[src/rtl/xcr_pkg.sv]
// Shared types and character codes of the XML character reference decoder.
package xcr_pkg;

	// Result queue depth; an item may need room for two results.
	localparam int unsigned FifoDepth = 4;
	localparam int unsigned FifoAw    = $clog2(FifoDepth);
	localparam int unsigned FifoCw    = $clog2(FifoDepth + 1);

	// Status codes reported on the last result of a value.
	localparam logic [1:0] STATUS_OK      = 2'd0;
	localparam logic [1:0] STATUS_BAD_REF = 2'd1;
	localparam logic [1:0] STATUS_NO_SEMI = 2'd2;

	// Code units that the decoder looks for.
	localparam logic [15:0] CH_AMP   = 16'h0026;
	localparam logic [15:0] CH_SEMI  = 16'h003B;
	localparam logic [15:0] CH_HASH  = 16'h0023;
	localparam logic [15:0] CH_LT    = 16'h003C;
	localparam logic [15:0] CH_GT    = 16'h003E;
	localparam logic [15:0] CH_APOS  = 16'h0027;
	localparam logic [15:0] CH_QUOT  = 16'h0022;
	localparam logic [15:0] CH_LOW_L = 16'h006C;
	localparam logic [15:0] CH_LOW_T = 16'h0074;
	localparam logic [15:0] CH_LOW_G = 16'h0067;
	localparam logic [15:0] CH_LOW_A = 16'h0061;
	localparam logic [15:0] CH_LOW_M = 16'h006D;
	localparam logic [15:0] CH_LOW_P = 16'h0070;
	localparam logic [15:0] CH_LOW_O = 16'h006F;
	localparam logic [15:0] CH_LOW_S = 16'h0073;
	localparam logic [15:0] CH_LOW_Q = 16'h0071;
	localparam logic [15:0] CH_LOW_U = 16'h0075;
	localparam logic [15:0] CH_LOW_X = 16'h0078;
	localparam logic [15:0] CH_UP_X  = 16'h0058;

	// Code point limits.
	localparam logic [20:0] MAX_CP       = 21'h10FFFF;
	localparam logic [20:0] SUPP_BASE    = 21'h010000;
	localparam logic [20:0] NONCHAR_LO   = 21'h00FDD0;
	localparam logic [20:0] NONCHAR_HI   = 21'h00FDEF;
	localparam logic [15:0] NONCHAR_MASK = 16'hFFFE;
	localparam logic [15:0] SURR_HIGH    = 16'hD800;
	localparam logic [15:0] SURR_LOW     = 16'hDC00;
	localparam logic [9:0]  SURR_MASK    = 10'h3FF;

	// Reference context that reset clears.
	typedef struct packed {
		logic        in_ref;
		logic [2:0]  len;
		logic [20:0] val;
		logic        hex;
		logic        bad;
		logic        ovf;
		logic        err;
	} ref_state_t;

	// First four units of a reference.
	typedef logic [3:0][15:0] name_chars_t;

	// Write of one name unit.
	typedef struct packed {
		logic        we;
		logic [1:0]  idx;
		logic [15:0] data;
	} name_wr_t;

	// One result item.
	typedef struct packed {
		logic [15:0] unit;
		logic        valid;
		logic        last;
		logic [1:0]  status;
	} result_t;

endpackage

[src/rtl/xcr_decode.sv]
// Combinational decode of one code unit against the reference context.
module xcr_decode
	import xcr_pkg::*;
(
	input  logic        fire,
	input  logic [15:0] code_unit,
	input  logic        has_char,
	input  logic        end_of_value,
	input  ref_state_t  cur,
	input  name_chars_t names,
	output ref_state_t  nxt,
	output name_wr_t    name_wr,
	output result_t     res0,
	output result_t     res1,
	output logic [1:0]  push_n
);

	logic        is_hash;
	logic        named_ok;
	logic [15:0] named_unit;
	logic        nonchar;
	logic        num_bad;
	logic        ref_bad;
	logic        supp;
	logic [19:0] supp_off;
	logic        dig_ok;
	logic [3:0]  dig;
	logic [24:0] acc;
	logic [1:0]  n;
	logic [1:0]  last_status;

	assign is_hash = (names[0] == CH_HASH);

	// Recognise the five predefined entity names.
	always_comb begin
		named_ok   = 1'b0;
		named_unit = CH_LT;
		if (cur.len == 3'd2 && names[0] == CH_LOW_L && names[1] == CH_LOW_T) begin
			named_ok   = 1'b1;
			named_unit = CH_LT;
		end else if (cur.len == 3'd2 && names[0] == CH_LOW_G && names[1] == CH_LOW_T) begin
			named_ok   = 1'b1;
			named_unit = CH_GT;
		end else if (cur.len == 3'd3 && names[0] == CH_LOW_A && names[1] == CH_LOW_M
				&& names[2] == CH_LOW_P) begin
			named_ok   = 1'b1;
			named_unit = CH_AMP;
		end else if (cur.len == 3'd4 && names[0] == CH_LOW_A && names[1] == CH_LOW_P
				&& names[2] == CH_LOW_O && names[3] == CH_LOW_S) begin
			named_ok   = 1'b1;
			named_unit = CH_APOS;
		end else if (cur.len == 3'd4 && names[0] == CH_LOW_Q && names[1] == CH_LOW_U
				&& names[2] == CH_LOW_O && names[3] == CH_LOW_T) begin
			named_ok   = 1'b1;
			named_unit = CH_QUOT;
		end
	end

	// Validity of a numeric reference at the closing semicolon.
	assign nonchar = ((cur.val[15:0] & NONCHAR_MASK) == NONCHAR_MASK)
		|| (cur.val >= NONCHAR_LO && cur.val <= NONCHAR_HI);
	assign num_bad = cur.bad || cur.ovf || (cur.hex && cur.len < 3'd3) || nonchar;
	assign ref_bad = (cur.len < 3'd2) || (is_hash ? num_bad : !named_ok);

	// Surrogate pair split for supplementary code points.
	assign supp     = (cur.val >= SUPP_BASE);
	assign supp_off = 20'(cur.val - SUPP_BASE);

	// Digit value and the accumulated number with the new digit.
	always_comb begin
		dig_ok = 1'b0;
		dig    = code_unit[3:0];
		if (code_unit >= 16'h0030 && code_unit <= 16'h0039) begin
			dig_ok = 1'b1;
		end else if (cur.hex && ((code_unit >= 16'h0061 && code_unit <= 16'h0066)
				|| (code_unit >= 16'h0041 && code_unit <= 16'h0046))) begin
			dig_ok = 1'b1;
			dig    = code_unit[3:0] + 4'd9;
		end
		if (cur.hex) begin
			acc = {cur.val, dig};
		end else begin
			acc = {1'b0, cur.val, 3'b000} + {3'b000, cur.val, 1'b0} + {21'd0, dig};
		end
	end

	// Context update and results of the item.
	always_comb begin
		nxt          = cur;
		name_wr.we   = 1'b0;
		name_wr.idx  = cur.len[1:0];
		name_wr.data = code_unit;
		res0         = '0;
		res1         = '0;
		n            = 2'd0;
		last_status  = STATUS_OK;
		if (has_char && !cur.err) begin
			if (!cur.in_ref) begin
				if (code_unit == CH_AMP) begin
					nxt.in_ref = 1'b1;
					nxt.len    = 3'd0;
					nxt.val    = '0;
					nxt.hex    = 1'b0;
					nxt.bad    = 1'b0;
					nxt.ovf    = 1'b0;
				end else begin
					res0.unit  = code_unit;
					res0.valid = 1'b1;
					n          = 2'd1;
				end
			end else if (code_unit == CH_SEMI) begin
				nxt.in_ref = 1'b0;
				if (ref_bad) begin
					nxt.err = 1'b1;
				end else if (!is_hash) begin
					res0.unit  = named_unit;
					res0.valid = 1'b1;
					n          = 2'd1;
				end else if (supp) begin
					res0.unit  = SURR_HIGH | {6'd0, supp_off[19:10]};
					res0.valid = 1'b1;
					res1.unit  = SURR_LOW | {6'd0, supp_off[9:0] & SURR_MASK};
					res1.valid = 1'b1;
					n          = 2'd2;
				end else begin
					res0.unit  = cur.val[15:0];
					res0.valid = 1'b1;
					n          = 2'd1;
				end
			end else begin
				name_wr.we = !cur.len[2];
				if (cur.len != 3'd0 && is_hash) begin
					if (cur.len == 3'd1 && (code_unit == CH_LOW_X || code_unit == CH_UP_X)) begin
						nxt.hex = 1'b1;
					end else if (!dig_ok) begin
						nxt.bad = 1'b1;
					end else if (!cur.ovf) begin
						if (acc > {4'd0, MAX_CP}) begin
							nxt.ovf = 1'b1;
						end else begin
							nxt.val = acc[20:0];
						end
					end
				end
				if (cur.len != 3'd7) begin
					nxt.len = cur.len + 3'd1;
				end
			end
		end
		// End of the value: report the status on its final result.
		if (end_of_value) begin
			if (nxt.err) begin
				last_status = STATUS_BAD_REF;
			end else if (nxt.in_ref) begin
				last_status = STATUS_NO_SEMI;
			end
			if (n == 2'd2) begin
				res1.last   = 1'b1;
				res1.status = last_status;
			end else begin
				res0.last   = 1'b1;
				res0.status = last_status;
				n           = 2'd1;
			end
			nxt = '0;
		end
		name_wr.we = name_wr.we && fire;
		push_n     = fire ? n : 2'd0;
	end

endmodule

[src/rtl/xcr_out_fifo.sv]
// Small result queue that takes up to two results per cycle and gives one.
module xcr_out_fifo
	import xcr_pkg::*;
(
	input  logic              clk,
	input  logic              arst_n,
	input  logic [1:0]        push_n,
	input  result_t           res0,
	input  result_t           res1,
	input  logic              pop,
	output result_t           head,
	output logic [FifoCw-1:0] count
);

	result_t           mem_q [FifoDepth];
	logic [FifoAw-1:0] wr_q;
	logic [FifoAw-1:0] rd_q;
	logic [FifoCw-1:0] count_q;
	logic [FifoAw-1:0] wr_next;

	assign wr_next = wr_q + FifoAw'(1);
	assign head    = mem_q[rd_q];
	assign count   = count_q;

	// Result storage; the second result goes in the entry after the first.
	always_ff @(posedge clk) begin
		if (push_n != 2'd0) begin
			mem_q[wr_q] <= res0;
		end
		if (push_n == 2'd2) begin
			mem_q[wr_next] <= res1;
		end
	end

	// Pointers and fill count.
	always_ff @(posedge clk or negedge arst_n) begin
		if (!arst_n) begin
			wr_q    <= '0;
			rd_q    <= '0;
			count_q <= '0;
		end else begin
			wr_q    <= wr_q + FifoAw'(push_n);
			rd_q    <= rd_q + FifoAw'(pop);
			count_q <= count_q + FifoCw'(push_n) - FifoCw'(pop);
		end
	end

	a_no_overflow: assert property (@(posedge clk) disable iff (!arst_n)
		(FifoCw'(push_n) + count_q) <= FifoCw'(FifoDepth) + FifoCw'(pop))
		else $error("result queue overflow");

	a_no_underflow: assert property (@(posedge clk) disable iff (!arst_n)
		pop |-> count_q != '0)
		else $error("result queue read while empty");

	a_drain: assert property (@(posedge clk) disable iff (!arst_n)
		(pop && push_n == 2'd0) |=> count_q == $past(count_q) - FifoCw'(1))
		else $error("result queue count lost track on a read");

endmodule

[src/rtl/xml_char_reference_decoder.sv]
// Top level of the XML character reference decoder.
// A result goes into the result queue as its item is accepted and leaves from there.
// Throughput: one item per cycle, but input waits once the queue holds three results;
// the queue gives one result per cycle, so a surrogate pair leaves as two results.
// Reset: arst_n clears the reference context and empties the result queue at once;
// the stored name units have no reset and are only read after they are written.
module xml_char_reference_decoder
	import xcr_pkg::*;
(
	input  logic        clk,
	input  logic        arst_n,
	input  logic        s_tvalid,
	output logic        s_tready,
	input  logic [15:0] s_tdata,  // code_unit
	input  logic        s_tuser,  // has_char
	input  logic        s_tlast,  // end_of_value
	output logic        m_tvalid,
	input  logic        m_tready,
	output logic [15:0] m_tdata,  // out_unit
	output logic [2:0]  m_tuser,  // out_valid, status[1:0]
	output logic        m_tlast   // last
);

	ref_state_t        state_q;
	name_chars_t       names_q;
	ref_state_t        state_nxt;
	name_wr_t          name_wr;
	result_t           res0;
	result_t           res1;
	result_t           head;
	logic [1:0]        push_n;
	logic [FifoCw-1:0] count;
	logic              fire;
	logic              pop;

	// Accept while the queue has room for two more results.
	assign s_tready = (count <= FifoCw'(FifoDepth - 2));
	assign fire     = s_tvalid && s_tready;
	assign pop      = m_tvalid && m_tready;

	xcr_decode u_decode (
		.fire         (fire),
		.code_unit    (s_tdata),
		.has_char     (s_tuser),
		.end_of_value (s_tlast),
		.cur          (state_q),
		.names        (names_q),
		.nxt          (state_nxt),
		.name_wr      (name_wr),
		.res0         (res0),
		.res1         (res1),
		.push_n       (push_n)
	);

	// Reference context.
	always_ff @(posedge clk or negedge arst_n) begin
		if (!arst_n) begin
			state_q <= '0;
		end else if (fire) begin
			state_q <= state_nxt;
		end
	end

	// First units of the reference name.
	always_ff @(posedge clk) begin
		if (name_wr.we) begin
			names_q[name_wr.idx] <= name_wr.data;
		end
	end

	xcr_out_fifo u_out_fifo (
		.clk    (clk),
		.arst_n (arst_n),
		.push_n (push_n),
		.res0   (res0),
		.res1   (res1),
		.pop    (pop),
		.head   (head),
		.count  (count)
	);

	// Output channel.
	assign m_tvalid = (count != '0);
	assign m_tdata  = head.unit;
	assign m_tuser  = {head.status, head.valid};
	assign m_tlast  = head.last;

	a_end_clears: assert property (@(posedge clk) disable iff (!arst_n)
		(fire && s_tlast) |=> (!state_q.in_ref && !state_q.err && state_q.len == 3'd0))
		else $error("context not cleared after the end of a value");

	a_err_outside_ref: assert property (@(posedge clk) disable iff (!arst_n)
		state_q.err |-> !state_q.in_ref)
		else $error("error latched while inside a reference");

	a_err_silent: assert property (@(posedge clk) disable iff (!arst_n)
		(fire && state_q.err && !s_tlast) |-> push_n == 2'd0)
		else $error("result produced after an error");

	a_end_one_last: assert property (@(posedge clk) disable iff (!arst_n)
		(fire && s_tlast) |-> (push_n != 2'd0 && (push_n == 2'd2 ? res1.last : res0.last)))
		else $error("end item without a final result");

endmodule

[config.mk]
export PLATFORM = sky130hd
export DESIGN_NAME = xml_char_reference_decoder
export DESIGN_NICKNAME = d
export VERILOG_FILES = /design/src/rtl/xcr_pkg.sv /design/src/rtl/xcr_decode.sv /design/src/rtl/xcr_out_fifo.sv /design/src/rtl/xml_char_reference_decoder.sv
export SDC_FILE = /design/constraint.sdc
export NUM_CORES = 1
export LEC_CHECK = 0
export BUFFER_PORTS_ARGS = -buffer_cell sky130_fd_sc_hd__buf_2
export CAP_MARGIN = 25
export CORE_UTILIZATION = 50
export CTS_BUF_LIST = sky130_fd_sc_hd__clkbuf_4
export CTS_CLUSTER_SIZE = 14
export DETAILED_ROUTE_END_ITERATION = 8
export PLACE_DENSITY = 0.72
export SKIP_LAST_GASP = 1
export SLEW_MARGIN = 20
export SYNTH_ARGS = -nofsm -noshare
export SYNTH_HDL_FRONTEND = slang
export SYNTH_HIERARCHICAL = 1
export SYNTH_SLANG_ARGS = --single-unit
export TNS_END_PERCENT = 10
[constraint.sdc]
create_clock -name clk -period 5.1 [get_ports clk]
set_clock_uncertainty 0.2 [all_clocks]
set_input_delay 0.255 -clock clk [delete_from_list [all_inputs] [get_ports clk]]
set_output_delay 0.255 -clock clk [all_outputs]
set_load 0.01 [all_outputs]
==> impl_metrics.ini <==
[route]
ant_nets = 0
routed-via-count = 7754
vias_per_cell = 6.020
drtIter0Drc = 610
dr.pass1.iters = 7
post-route-drc-count = 3
finalWirelength_mm = 26.12
wire_per_inst_um = 20.28

[die]
die_w_um = 152.3
io_pins = 44
start_util = 0.5131
core-area_um2 = 22030
placementRows = 54
die_h_um = 152.3
dieArea_um2 = 23210

[logic_synthesis]
yosysSeqAreaShare = 0.4623
ys_seq_elements = 180
synth_ff_type = edfxtp_1
synth_area_leader_cell = edfxtp_1
netlist_area_um2 = 11300
synth-edff-count = 144
ys_types = 83
synth_warnings = 6
synth_area_leaders = edfxtp_1, mux2_4, dfrtp_1
avgSynthCellArea_um2 = 12.54
synthArstFlopShare = 0.2000
synthCells = 901
synth_top_area_frac = 0.3826

[timing]
rsz0062_at_grt = yes
finalCritPeriodShare = 0.9769
max_freq_mhz = 200.7
fin_crit_ns = 4.982
drv_slew = 0
worstMarginPinSlew_ns = 1.006
finalSetupViolCount = 0
finalSetupTns_ns = 0
slew_headroom = 0.3292
finalHoldViolCount = 0

[worst_setup_path]
crit_path_start_kind = register
path_max_fanout = 5
crit_slowest_cell = fa_1
cp-end-kind = register
critPathKind = reg2reg
cp.arrival_ns = 5.29
crit_chain = nand3_2, or3_4, a311oi_2, buf_4, or2_2, fa_1, ha_1, a21o_1, nand4_1, a211oi_2, o21bai_1, o31ai_1, xnor2_1, a31oi_4, nor4_4, buf_6, o21ai_4, a22o_1, mux2_4
slowest_delay_ns = 0.47
cp.required_ns = 5.40

[clock_tree]
clock-sinks = 180
numCtsBuffers = 17
clock_path_buffers = 2
clkSlewWorstSetupHoldPaths_ns = 0.17
cts_root_buf = clkbuf_4
cts_tree = yes
cts_htree_levels = 4
clk_latency_ns = 0.61

[global_routing]
grt_pass1_wl_mm = 41.61
grt_use_met2 = 0.3805
grt_max_degree = 39
grt.busiest_layer = met2
antenna_found_initial = 1
globalRouteOverflowTotal = 0
use_met3 = 0.03783
track_usage = 0.2300
grt_pass1_vias = 7766
grt_util_met1 = 0.3017

[job]
cap_violations = 0

[run_status]
status = finished with violations
violations = DRC

[place]
hpwl_mm = 18.21
portBuffers = 43
gp_congestion = 0.8959

[final_layout]
layout-area-overhead-vs-synth_pct = 12.33
utilization = 0.5764
nFillCells = 1792
fin_nets = 1077
layout-drive-gt1-share = 0.3168

[power]
p_leak_nw = 5.072
irDropWorstVdd_mv = 0.1143
p_per_area_nw_per_um2 = 262.0

[hold_path]
worstHoldPathType = in2async
-- critical path, delay by kind of cell (launching register included) --
| family | cells | cell delay, ns |
|---|---|---|
| compound gates | 8 | 1.60 |
| xor+xnor | 1 | 0.21 |
| fa+ha+maj | 2 | 0.78 |
| buf+inv | 2 | 0.37 |
| flops | 1 | 0.40 |
| mux | 1 | 0.26 |
| simple gates | 5 | 1.06 |
-- final cells by class --
type | instances | area [um2] | area share
clock inverter | 15 | 152.6 | 0.01202
inverter | 19 | 71.32 | 0.005617
antenna | 1 | 2.502 | 0.0001971
tap | 280 | 350.3 | 0.02759
sequential | 180 | 5225 | 0.4116
timing repair buffer | 137 | 1030 | 0.08111
multi-input combinational | 639 | 5737 | 0.4519
clock buffer | 17 | 127.6 | 0.01005
-- flip-flops by register name (all words and copies together) (netlist names) --
| name | flops |
|---|---|
| u_out_fifo/wr_q | 2 |
| state_q | 29 |
| u_out_fifo/count | 3 |
| names_q | 64 |
| u_out_fifo/mem_q | 80 |
| u_out_fifo/rd_q | 2 |
-- repair_timing --
action                                 CTS  global route
cloned                                   0             3
endpoints found under the hold margin  110             0
setup endpoints to repair               15            22
buffers inserted                         0             4
gates resized for setup                  1            13
hold buffers                            19             0
pin swaps                                0            28
-- path summary, 6_finish.rpt --
kind	from	endpoint	slack, ns	depth (start not counted)
worst max-delay path	state_q[3]	state_q[11]	0.12	19
worst min-delay path	arst_n	state_q[20]	0.09	2
worst max register to register	state_q[3]	state_q[11]	0.12	19
worst min register to register	u_out_fifo/rd_q[0]	u_out_fifo/rd_q[0]	0.31	1
max in group asynchronous	arst_n	state_q[27]	4.07	2
min in group clk	s_tvalid	state_q[21]	0.16	4
-- cells in the final DEF, fill, tap and decap left out, types with 19 or more instances in the layout --
master,Yosys,routed
edfxtp_1,144,144
buf_4,28,69
mux2_4,68,68
nand2_1,60,59
ha_1,58,57
nor2_1,44,43
buf_2,12,43
mux2_2,41,41
dfrtp_1,36,36
a21oi_1,36,35
o21ai_0,31,31
mux4_2,20,20
inv_1,19,19
dlygate4sd3_1,0,19
-- kinds of logic (layout without fill, tap and decap cells) --
family | count (synthesis) | in the layout | share of synthesized area
AOI/OAI and AO/OA | 160 | 163 | 0.09941
and+or+nand+nor | 246 | 246 | 0.1217
buffers and inverters | 87 | 188 | 0.04550
adders and majority gates | 61 | 61 | 0.06952
DFF | 180 | 180 | 0.4623
muxes | 142 | 142 | 0.1827
xor gates and xnor gates | 24 | 24 | 0.01860
other | 1 | 4 | 0.0003318
-- metrics by stage --
| stage | setup slack (ns) | total power, mW | hold slack (ns) | cell area (um2) | std cells |
|---|---|---|---|---|---|
| 2_1_floorplan | 0.03272 | 2.316 | -0.2406 | 11340 | 903 |
| 3_3_place_gp | -0.1720 | 2.544 | 0.2004 | 12070 | 1227 |
| 3_5_place_dp | -0.2581 | 2.567 | 0.2007 | 12090 | 1229 |
| 4_1_cts | -0.02710 | 3.350 | 0.05817 | 12560 | 1280 |
| 5_1_grt | -0.1313 | 3.483 | 0.1422 | 12700 | 1288 |
| 6_report | 0.1178 | 3.327 | 0.09049 | 12700 | 1288 |
-- cells in the mapped netlist, types with 4 or more instances --
cell type,instances
nor4b_1,9
a211oi_1,5
mux2_4,68
a21oi_1,36
nor3_1,13
a22o_1,16
xnor2_1,14
nand4b_1,5
mux2_2,41
mux4_2,20
clkbuf_1,17
xor2_1,10
nor2b_1,11
o21ai_0,31
and2_1,14
buf_2,12
buf_4,28
edfxtp_1,144
a21o_1,9
nor4_1,13
a31oi_1,4
nand4_1,11
and3_1,7
mux2i_1,12
inv_1,19
nand3b_1,4
o21bai_1,4
nor2_1,44
o211ai_1,4
nand2_1,60
nand3_1,17
dfrtp_1,36
ha_1,58
o2bb2ai_1,5
and4_1,4
or3_1,5
a22oi_1,9
buf_6,9
nand2b_1,6
-- report_power, final --
| group | switching, mW | total, mW | internal, mW |
|---|---|---|---|
| Combinational | 0.381 | 0.774 | 0.393 |
| Clock | 0.559 | 0.783 | 0.224 |
| Sequential | 0.0893 | 1.77 | 1.68 |
| Total | 1.03 | 3.33 | 2.30 |
-- routing by layer --
metal,vias to the layer above,wire (um)
li1,3644,-
met1,3807,11470
met2,243,12500
met3,60,1321
met4,0,831
met5,-,0
Note: power is estimated with default switching activity, not from simulation.
